### src/hw/rtl/feedback_echo_delay_assert.svh
// ----------------------------------------------------------------------------
// feedback echo delay assertion macros
// clocked on clk_i, disabled while rst_ni is low
// ----------------------------------------------------------------------------
`ifndef FEEDBACK_ECHO_DELAY_ASSERT_SVH
`define FEEDBACK_ECHO_DELAY_ASSERT_SVH

// same-cycle implication
`define FED_ASSERT_IMP(lbl, ante, cons, msg) \
  lbl: assert property (@(posedge clk_i) disable iff (!rst_ni) (ante) |-> (cons)) \
    else $error(msg);

// next-cycle implication
`define FED_ASSERT_NXT(lbl, ante, cons, msg) \
  lbl: assert property (@(posedge clk_i) disable iff (!rst_ni) (ante) |=> (cons)) \
    else $error(msg);

`endif

### src/hw/rtl/fed_pkg.sv
// ----------------------------------------------------------------------------
// fed_pkg
// shared types, widths and constants of the feedback echo delay
// ----------------------------------------------------------------------------
package fed_pkg;

  localparam int DELAY_DEPTH = 65536;
  localparam int SAMPLE_BITS = 16;

  localparam int ADDR_W     = $clog2(DELAY_DEPTH);
  localparam int CNT_W      = $clog2(DELAY_DEPTH + 1);
  localparam int DELAY_W    = 17;
  localparam int PCT_W      = 7;
  localparam int CFG_IDX_W  = 2;
  localparam int CFG_DATA_W = 17;

  // percent scaling datapath
  localparam int PROD_W      = SAMPLE_BITS + 8;
  localparam int MAG_W       = SAMPLE_BITS + 7;
  localparam int Q_W         = SAMPLE_BITS + 1;
  localparam int SUM_W       = SAMPLE_BITS + 3;
  localparam int RECIP_SHIFT = MAG_W + 8;
  localparam int RECIP_W     = RECIP_SHIFT - 5;
  localparam int ROUND_HALF  = 50;

  // ceil(2^RECIP_SHIFT / 100), exact floor division for MAG_W-bit numerators
  localparam logic [RECIP_W-1:0] RECIP_MUL =
    RECIP_W'(((64'd1 << RECIP_SHIFT) + 64'd99) / 64'd100);

  localparam logic [DELAY_W-1:0] DELAY_RST = DELAY_W'(65536);
  localparam logic [PCT_W-1:0]   FB_RST    = PCT_W'(50);
  localparam logic [PCT_W-1:0]   VOL_RST   = PCT_W'(50);

  typedef enum logic [CFG_IDX_W-1:0] {
    REG_DELAY    = 2'd0,
    REG_FEEDBACK = 2'd1,
    REG_VOLUME   = 2'd2
  } cfg_reg_e;

  typedef logic signed [SAMPLE_BITS-1:0] sample_t;

  typedef struct packed {
    sample_t sample_in;
    logic    block_end;
  } in_item_t;

  typedef struct packed {
    sample_t sample_out;
    logic    block_end_out;
  } out_item_t;

  function automatic sample_t sat_sample(input logic signed [SUM_W-1:0] v);
    logic sgn;
    sgn = v[SUM_W-1];
    if (v[SUM_W-1:SAMPLE_BITS-1] == {(SUM_W-SAMPLE_BITS+1){sgn}}) begin
      return sample_t'(v[SAMPLE_BITS-1:0]);
    end
    return sample_t'({sgn, {(SAMPLE_BITS-1){~sgn}}});
  endfunction

endpackage

### src/hw/rtl/fed_scale.sv
// ----------------------------------------------------------------------------
// fed_scale
// two-stage percent scaling: product, then divide by 100 rounding half away
// ----------------------------------------------------------------------------
module fed_scale (
  input  logic                         clk_i,
  input  logic                         en_i,
  input  fed_pkg::sample_t             smp_i,
  input  logic [fed_pkg::PCT_W-1:0]    pct_i,
  output logic signed [fed_pkg::Q_W:0] q_o
);
  import fed_pkg::*;

  logic signed [PROD_W-1:0]     smp_x;
  logic signed [PROD_W-1:0]     pct_x;
  logic signed [PROD_W-1:0]     prod;
  logic [MAG_W-1:0]             mag_d;
  logic [MAG_W-1:0]             mag_q;
  logic                         neg_q;
  logic [MAG_W-1:0]             num;
  logic [MAG_W+RECIP_W-1:0]     rprod;
  logic [Q_W-1:0]               quo;
  logic signed [Q_W:0]          q_d;
  logic signed [Q_W:0]          q_q;

  always_comb begin
    smp_x = PROD_W'(smp_i);
    pct_x = PROD_W'({1'b0, pct_i});
    prod  = smp_x * pct_x;
    mag_d = prod[PROD_W-1] ? MAG_W'(-prod) : MAG_W'(prod);
  end

  // divide by reciprocal multiply
  always_comb begin
    num   = mag_q + MAG_W'(ROUND_HALF);
    rprod = (MAG_W+RECIP_W)'(num) * (MAG_W+RECIP_W)'(RECIP_MUL);
    quo   = rprod[RECIP_SHIFT +: Q_W];
    q_d   = neg_q ? -$signed({1'b0, quo}) : $signed({1'b0, quo});
  end

  always_ff @(posedge clk_i) begin
    if (en_i) begin
      mag_q <= mag_d;
      neg_q <= prod[PROD_W-1];
      q_q   <= q_d;
    end
  end

  assign q_o = q_q;

endmodule

### config.mk
export PLATFORM = sky130hd
export DESIGN_NAME = fed_scale
export DESIGN_NICKNAME = d
export VERILOG_FILES = /design/src/hw/rtl/feedback_echo_delay_assert.svh /design/src/hw/rtl/fed_pkg.sv /design/src/hw/rtl/fed_scale.sv
export SDC_FILE = /design/constraint.sdc
export NUM_CORES = 1
export LEC_CHECK = 0
export BUFFER_PORTS_ARGS = -buffer_cell sky130_fd_sc_hd__buf_2
export CORE_AREA = 10 10 185 231
export CTS_CLUSTER_SIZE = 10
export DETAILED_ROUTE_END_ITERATION = 6
export DIE_AREA = 0 0 195 241
export PLACE_DENSITY = 0.64
export SLEW_MARGIN = 15
export SYNTH_ARGS = -nofsm -noshare
export SYNTH_HDL_FRONTEND = slang
export SYNTH_SLANG_ARGS = --single-unit
### constraint.sdc
create_clock -name clk_i -period 15.7 [get_ports clk_i]
set_input_delay 1.57 -clock clk_i [delete_from_list [all_inputs] [get_ports clk_i]]
set_output_delay 1.57 -clock clk_i [all_outputs]
set_load 0.005 [all_outputs]
==> results.md, run 1 <==
* Crit path DAT at 10540 ps
* Clk sinks at 42
* Post-DR vias/cell at 5.06
* Final setup TNS at 0 ps
* Final wirelength at 37.8 mm
* Total number of vias at 10.9k
* Post-synth EDFFs at 42
* Pre-CTS setup slack at 5220 ps
* FF-to-FF End: q_o[16]
* Mapped Cells at 1631
* Hold Worst Slack at 954 ps
* Fmax achieved at 95.2 MHz
* Actual slew at the worst max-slew pin at 1100 ps
* Worst Skew at 4.64 ps
* Tmin final at 10500 ps
* HP Class: reg2reg
* CTS Root Cell: clkbuf_16
* RSZ-0062 raised after global routing: no
* Setup Buffers After CTS at 0
* Ports at 43
* DP HPWL at 34.8 mm
* Proportion of layout cells with a drive suffix above 1 at 4.72%
* DIE HEIGHT at 241 um
* Die ar. at 47000 um^2
* Worst-Skew Late Latency at 300 ps
* Cell Area, Synth at 15900 um^2
* Setup CP Type: reg2reg
* Area leader, netlist: fa_1
* Global Route Usage Sum at 16.4%
* Clock buffer depth at 2
* Critical Path Sink: q_o[16]
* Post-CTS resize count at 0
* CTS Hold Bufs at 0
* Critical Path Source: mag_q[1]
* Initial antenna violation count at 0
* CTS buffer count at 5
* Area grow syn2layout at 6.25%
* Synth top cells by count: inv_1, ha_1, fa_1
* Antenna viol nets, final at 0
* # setup viols final at 0
* Final Cell Area at 16900 um^2
* Mean Syn Cell Area at 9.73 um^2
* Crit path max-delay cell type: xor2_1
* Antenna cells at 0
* Die width at 195 um
* Post-synth ARST share at 0%
* Largest net degree at the start of global routing at 43
* Post-synthesis sequential area ratio at 7.95%
* Reg2Reg Depth at 29
* Initial drt markers at 460
* Final Slew Violations at 0
* Total of max-cap violations at 0
* Setup crit end kind: register
* Number of global-route vias before repair at 11.9k
* Initial DRT Pass Iterations at 5
* Placed cell area at 16700 um^2
* Relative slew slack at 26.4%
* Unique masters post-synth at 67
* First-pass GRT wire length at 62.0 mm
* Total grt overflow at 0
* Worst-path fanout max at 9
* H-tree levels at 2
* Setup WS post-layout at 5200 ps
* Fin. Hold Viols at 0
* Top cells by area, synth: fa_1, ha_1, inv_1
* Synthesis-stage register bit count at 42
* Synth top area share at 35.3%
* Nets@finish at 2269
* R2r setup slk at 5200 ps
* Slowest stage delay, CP at 830 ps
* Synthesis warning total at 0
* Worst Path Required at 15730 ps
* CTS tree: built
* RR Startpoint: mag_q[1]
* Synth Net Count at 2228
* Clock transition at the registers of the reported paths at 60 ps
* Most common cell in the netlist: inv_1
* DRC at 0
* Top_reg_cell synth: edfxtp_1
* Cell row count at 80
* Status: finished clean
* Cell mode on critical path: fa_1
* WL/cell at 17.4 um
* Starting Density at 41.7%
* CP Launch Type: register
* I/O Buffers at 42
* Core Box Area at 38000 um^2
* Final worst-path cycle share at 66.9%
* RD Place Congestion at 0.919
==> registers in the layout (all words and copies together), names as in the netlist <==
name	flops
q_o	18
neg_q	1
mag_q	23
==> routing by layer <==
metal	GRT usage (%)	part of all wire [%]	vias to the layer above
met3	1.40	3.2	44
met4	5.28	2.7	0
met5	0	0	-
met1	19.1	41	5483
li1	-	-	5252
met2	31.0	53	167
==> metrics by stage <==
step / utilization (%) / instances
6_report: 44.3 / 2165
5_1_grt: 44.3 / 2165
4_1_cts: 44.3 / 2165
3_5_place_dp: 43.9 / 2157
3_3_place_gp: 43.9 / 2157
2_1_floorplan: - / 1631
==> logic make-up after synthesis <==
logic type / synth area share [%]
adder cells (fa/ha/maj): 58.3
buffers and inverters: 10.5
AND/OR/NAND/NOR: 10.1
AO/OA/AOI/OAI: 7.60
XOR/XNOR: 5.44
flip-flops: 7.95
multiplexers: 0.0631
==> cell type report <==
cell class / count / area, um^2
well taps: 492 / 616
multi-input cells: 1143 / 12900
fillers: 3721 / 21200
inverters: 431 / 1620
clock buffers: 5 / 125
repair buffers: 49 / 263
clock inverters: 3 / 45.0
flip-flops and latches: 42 / 1260
==> critical path: cells and delay by family (launching register included) <==
family / cells / cell delay (ps)
AOI/OAI and AO/OA: 7 / 2180
xor gates and xnor gates: 3 / 1040
adders and majority gates: 9 / 4240
buffers and inverters: 4 / 450
and+or+nand+nor: 6 / 1730
DFF: 1 / 590
==> layout by cell type, fill, tap and decap left out, types with 22 or more instances in the layout <==
cell      synthesis  final
buf_2             0     42
xor2_1           35     35
nand2_1          67     67
nor2_1           43     43
inv_1           431    431
a21oi_1          45     45
o21ai_0          26     26
edfxtp_1         42     42
and2_1           86     86
a21o_1           22     22
fa_1            280    280
ha_1            292    292
xnor2_1          61     61
==> worst min path at each step <==
stage | slack [ps] | from | to | depth (start not counted)
2_1_floorplan | 690 | neg_q | q_o[17] | 2
3_3_place_gp | 880 | neg_q | q_o[1] | 2
3_5_place_dp | 920 | neg_q | q_o[1] | 2
4_1_cts | 930 | neg_q | q_o[1] | 2
5_1_grt | 1000 | neg_q | q_o[1] | 2
6_report | 950 | neg_q | q_o[1] | 2
Power of run 1 is left out: the tool's default activity adds up to more than one toggle a clock period on the data nets, which glitch-free logic cannot reach.
==> run 2: changes to the inputs <==
--- a/config.mk
+++ b/config.mk
@@ -10,7 +10,7 @@
 export CTS_CLUSTER_SIZE = 10
 export DETAILED_ROUTE_END_ITERATION = 6
 export DIE_AREA = 0 0 195 241
-export PLACE_DENSITY = 0.64
+export PLACE_DENSITY = 0.66
 export SLEW_MARGIN = 15
 export SYNTH_ARGS = -nofsm -noshare
 export SYNTH_HDL_FRONTEND = slang
==> constraint.sdc (replaced) <==
create_clock -name clk_i -period 9 [get_ports clk_i]
set_input_delay 0.9 -clock clk_i [delete_from_list [all_inputs] [get_ports clk_i]]
set_output_delay 0.9 -clock clk_i [all_outputs]
set_load 0.005 [all_outputs]
==> run 2 against run 1 <==
Against the previous run:
- cell count is 3.1% higher
- flip-flop and latch count stayed put
- utilization is 2.2 points higher
- critical endpoint is now q_o[13]
- largest cell class unchanged
- highest routed layer unchanged
==> results.md, run 2 (synthesis gave the netlist of run 1 again) <==
* Proportion of layout cells with a drive suffix above 1 at 11.2%
* Starting Density at 41.7%
* Global Route Usage Sum at 16.7%
* Hold Worst Slack at 1050 ps
* Worst Path Required at 9050 ps
* Clock buffer depth at 2
* Total number of vias at 11.3k
* Clk sinks at 42
* Final wirelength at 38.9 mm
* I/O Buffers at 42
* HP Class: reg2reg
* Total grt overflow at 0
* Antenna viol nets, final at 0
* Final setup TNS at 0 ps
* Fmax achieved at 115 MHz
* DP HPWL at 35.3 mm
* CTS Hold Bufs at 0
* Die width at 195 um
* H-tree levels at 2
* # setup viols final at 0
* CTS tree: built
* Tmin final at 8720 ps
* CP Launch Type: register
* Die ar. at 47000 um^2
* Nets@finish at 2334
* Crit path max-delay family: adder cells
* Crit path DAT at 8770 ps
* Cell mode on critical path: fa_1
* Worst Skew at 7.18 ps
* R2r setup slk at 280 ps
* Post-DR vias/cell at 5.05
* Worst-path fanout max at 5
* Final Slew Violations at 0
* Final worst-path cycle share at 96.9%
* Post-Route Utilization at 46.5%
* WL/cell at 17.4 um
* Commonest non-fill, non-tap cell in the layout: inv_1
* Max reg flops at 23
* Worst-Skew Late Latency at 300 ps
* Placed cell area at 17100 um^2
* Final Cell Area at 17700 um^2
* Total of max-cap violations at 0
* Relative slew slack at 35.8%
* Crit path buffers/inverters at 7
* Biggest register: mag_q
* CTS Root Cell: clkbuf_16
* Filler instances at 3611
* Sequential cell area at 1260 um^2
* DRC at 0
* Initial antenna violation count at 2
* Crit path max-delay cell type: fa_1
* Initial DRT Pass Iterations at 4
* Clock transition at the registers of the reported paths at 60 ps
* First-pass GRT wire length at 63.0 mm
* Area grow syn2layout at 11.4%
* Setup CP Type: reg2reg
* RD Place Congestion at 0.926
* Fin. Hold Viols at 0
* Actual slew at the worst max-slew pin at 963 ps
* Cell row count at 80
* Largest net degree at the start of global routing at 43
* Status: finished clean
* Ports at 43
* Core Box Area at 38000 um^2
* Slowest stage delay, CP at 650 ps
* Multi-input logic area at 13300 um^2
* Most frequent cells in the layout: inv_1, ha_1, fa_1
* DIE HEIGHT at 241 um
* Setup crit end kind: register
* Number of global-route vias before repair at 12.2k
* CTS buffer count at 5
* Initial drt markers at 438
-- run 2: cell count changes in the layout (fill, tap and decap cells not counted), moves of 4 or more --
cell     delta
buf_4      +62
ha_1       -11
ha_4        +7
o21ai_0     -7
inv_1       -5
inv_2       +5
xor2_1      -5
ha_2        +4
nor2_1      -4
o21ai_2     +4
-- run 2: worst paths after layout --
path / startpoint / end / cells after the start
min reg2reg: neg_q / q_o[1] / 1
min: neg_q / q_o[1] / 1
max reg2reg: mag_q[2] / q_o[13] / 31
max: mag_q[2] / q_o[13] / 31
-- run 2: what timing repair did --
action,CTS,global route
buffers inserted,1,13
setup endpoints to repair,5,9
hold endpoints to repair,0,0
pin swaps,3,31
resized for setup,6,66
-- run 2: cell type report --
type,count,share of cell area [%]
multi-input cells,1143,75.1
inverters,431,9.15
flip-flops and latches,42,7.13
clock buffers,5,0.708
diodes,2,0.0283
clock inverters,3,0.0920
well taps,492,3.48
repair buffers,114,4.31
-- run 2: stage by stage --
step / worst slack, ps / cells
detailed placement: -138 / 2208
global placement: 34.6 / 2208
CTS: 11.9 / 2217
floorplan: 30.1 / 1631
global route: -34.1 / 2230
finish: 277 / 2232
-- run 2: per-layer routing --
metal / vias up / wire [um] / track usage, %
met5: - / 0 / 0
met2: 181 / 20800 / 31.6
met3: 51 / 1220 / 1.76
li1: 5373 / - / -
met4: 0 / 1240 / 5.70
met1: 5671 / 15700 / 19.0
Power of run 2 is left out for the same reason.
==> run 3: changes to the inputs <==
--- a/config.mk
+++ b/config.mk
@@ -6,10 +6,10 @@
 export NUM_CORES = 1
 export LEC_CHECK = 0
 export BUFFER_PORTS_ARGS = -buffer_cell sky130_fd_sc_hd__buf_2
-export CORE_AREA = 10 10 185 231
+export CORE_AREA = 2 2 177 223
 export CTS_CLUSTER_SIZE = 10
 export DETAILED_ROUTE_END_ITERATION = 6
-export DIE_AREA = 0 0 195 241
+export DIE_AREA = 0 0 179 225
 export PLACE_DENSITY = 0.66
 export SLEW_MARGIN = 15
 export SYNTH_ARGS = -nofsm -noshare
==> run 3 against run 2 <==
Against the previous run:
- cell area shrank 0.11%
- die area is 14% lower
- worst hold slack got worse by 24 ps
- via count about the same
- clock skew decreased by 5.7 ps
- sequential share of layout area is essentially flat
- critical path depth decreased by 2
- largest cell class unchanged
- highest routed layer unchanged
==> results.md, run 3 (synthesis gave the netlist of run 1 again) <==
* Status: finished clean
* CTS tree: built
* CTS buffer count at 5
* DIE HEIGHT at 225 um
* Actual slew at the worst max-slew pin at 946 ps
* Hold Path Origin: neg_q
* Fmax achieved at 114 MHz
* First-pass GRT wire length at 60.4 mm
* Final setup TNS at 0 ps
* R2r setup slk at 250 ps
* Biggest register: mag_q
* Setup crit end kind: register
* Largest net degree at the start of global routing at 43
* Fin. Hold Viols at 0
* Worst Skew at 1.48 ps
* Area grow syn2layout at 11.3%
* WL/cell at 16.9 um
* Antenna viol nets, final at 0
* Worst Path Required at 9040 ps
* Commonest non-fill, non-tap cell in the layout: inv_1
* Initial drt markers at 453
* Reg2Reg Depth at 29
* Final worst-path cycle share at 97.2%
* Total of max-cap violations at 0
* RR Startpoint: mag_q[2]
* CTS Root Cell: clkbuf_16
* Post-DR vias/cell at 5.05
* Clock transition at the registers of the reported paths at 60 ps
* Worst-path fanout max at 5
* Slowest stage delay, CP at 600 ps
* Clk sinks at 42
* Post-Route Utilization at 46.6%
* Ports at 43
* Proportion of layout cells with a drive suffix above 1 at 11.4%
* Clock buffer depth at 2
* I/O Buffers at 42
* Crit path max-delay cell type: fa_1
* CP Launch Type: register
* # setup viols final at 0
* RD Place Congestion at 0.928
* Tmin final at 8750 ps
* Die ar. at 40300 um^2
* Critical Path Source: mag_q[2]
* Cell mode on critical path: fa_1
* CTS Hold Bufs at 0
* Worst-Skew Late Latency at 290 ps
* Core Box Area at 37900 um^2
* Final wirelength at 37.7 mm
* Cell row count at 80
* Total grt overflow at 0
* Worst Hold Path Cells at 2
* Hold EP: q_o[1]
* Setup CP Type: reg2reg
* Global Route Usage Sum at 19.2%
* DP HPWL at 34.3 mm
* Final Slew Violations at 0
* Number of global-route vias before repair at 12.0k
* Starting Density at 41.8%
* DRC at 0
* Initial antenna violation count at 0
* # placed instances at 2203
* Initial DRT Pass Iterations at 5
* FF-to-FF End: q_o[13]
* Most frequent cells in the layout: inv_1, ha_1, fa_1
* HP Class: reg2reg
* Final Non-Filler Cells at 2230
* Nets@finish at 2333
* Die width at 179 um
* Relative slew slack at 36.9%
* Hold Worst Slack at 1020 ps
* Crit path DAT at 8790 ps
* Total number of vias at 11.3k
* Max reg flops at 23
* Filler instances at 3570
* H-tree levels at 2
## run 3: changes by cell type in the layout (fill, tap and decap cells not counted), sizes merged
| cell | previous run | this run |
|---|---|---|
| buf | 114 | 113 |
| diode | 2 | 1 |
## run 3: metrics by stage
step	worst slack, ps	instance area, um^2
finish	251	17700
global route	-93.0	17700
CTS	3.07	17200
detailed placement	-92.5	17100
global placement	61.4	17100
floorplan	30.1	15900
## run 3: cell type report
cell class	instances	area (um^2)	area share, %
Timing Repair Buffer	113	751	4.25
Clock buffer	5	125	0.708
Sequential cell	42	1260	7.14
Antenna cell	1	2.50	0.0142
Clock inverter	3	16.3	0.0921
Tap cell	492	616	3.48
Multi-Input combinational cell	1143	13300	75.2
Inverter	431	1620	9.16
## run 3: repair_timing
| action | CTS | global route |
|---|---|---|
| gates resized for setup | 5 | 63 |
| cloned | 0 | 0 |
| setup endpoints to repair | 4 | 9 |
| pin swaps | 0 | 32 |
| buffers inserted | 0 | 18 |
## run 3: worst max path at each step
stage / cells past startpoint / slack (ps) / to
floorplan: 33 / 30 / q_o[13]
global placement: 31 / 60 / q_o[15]
detailed placement: 32 / -90 / q_o[16]
CTS: 33 / 3 / q_o[13]
global route: 29 / -90 / q_o[13]
finish: 29 / 250 / q_o[13]
## run 3: worst max-delay path: cells and delay by family, from the launching register on
family / cells / cell delay [ps]
flops: 1 / 420
xor+xnor: 2 / 220
simple gates: 7 / 2000
buf+inv: 5 / 410
compound gates: 6 / 1410
fa+ha+maj: 9 / 4010
## run 3: routing by layer
layer,track usage [%],part of all wire [%],vias to the layer above
met5,0,0,-
met3,1.13,2.9,49
li1,-,-,5365
met4,5.85,2.9,0
met2,36.1,53,206
met1,23.4,41,5652
Power of run 3 is left out for the same reason.
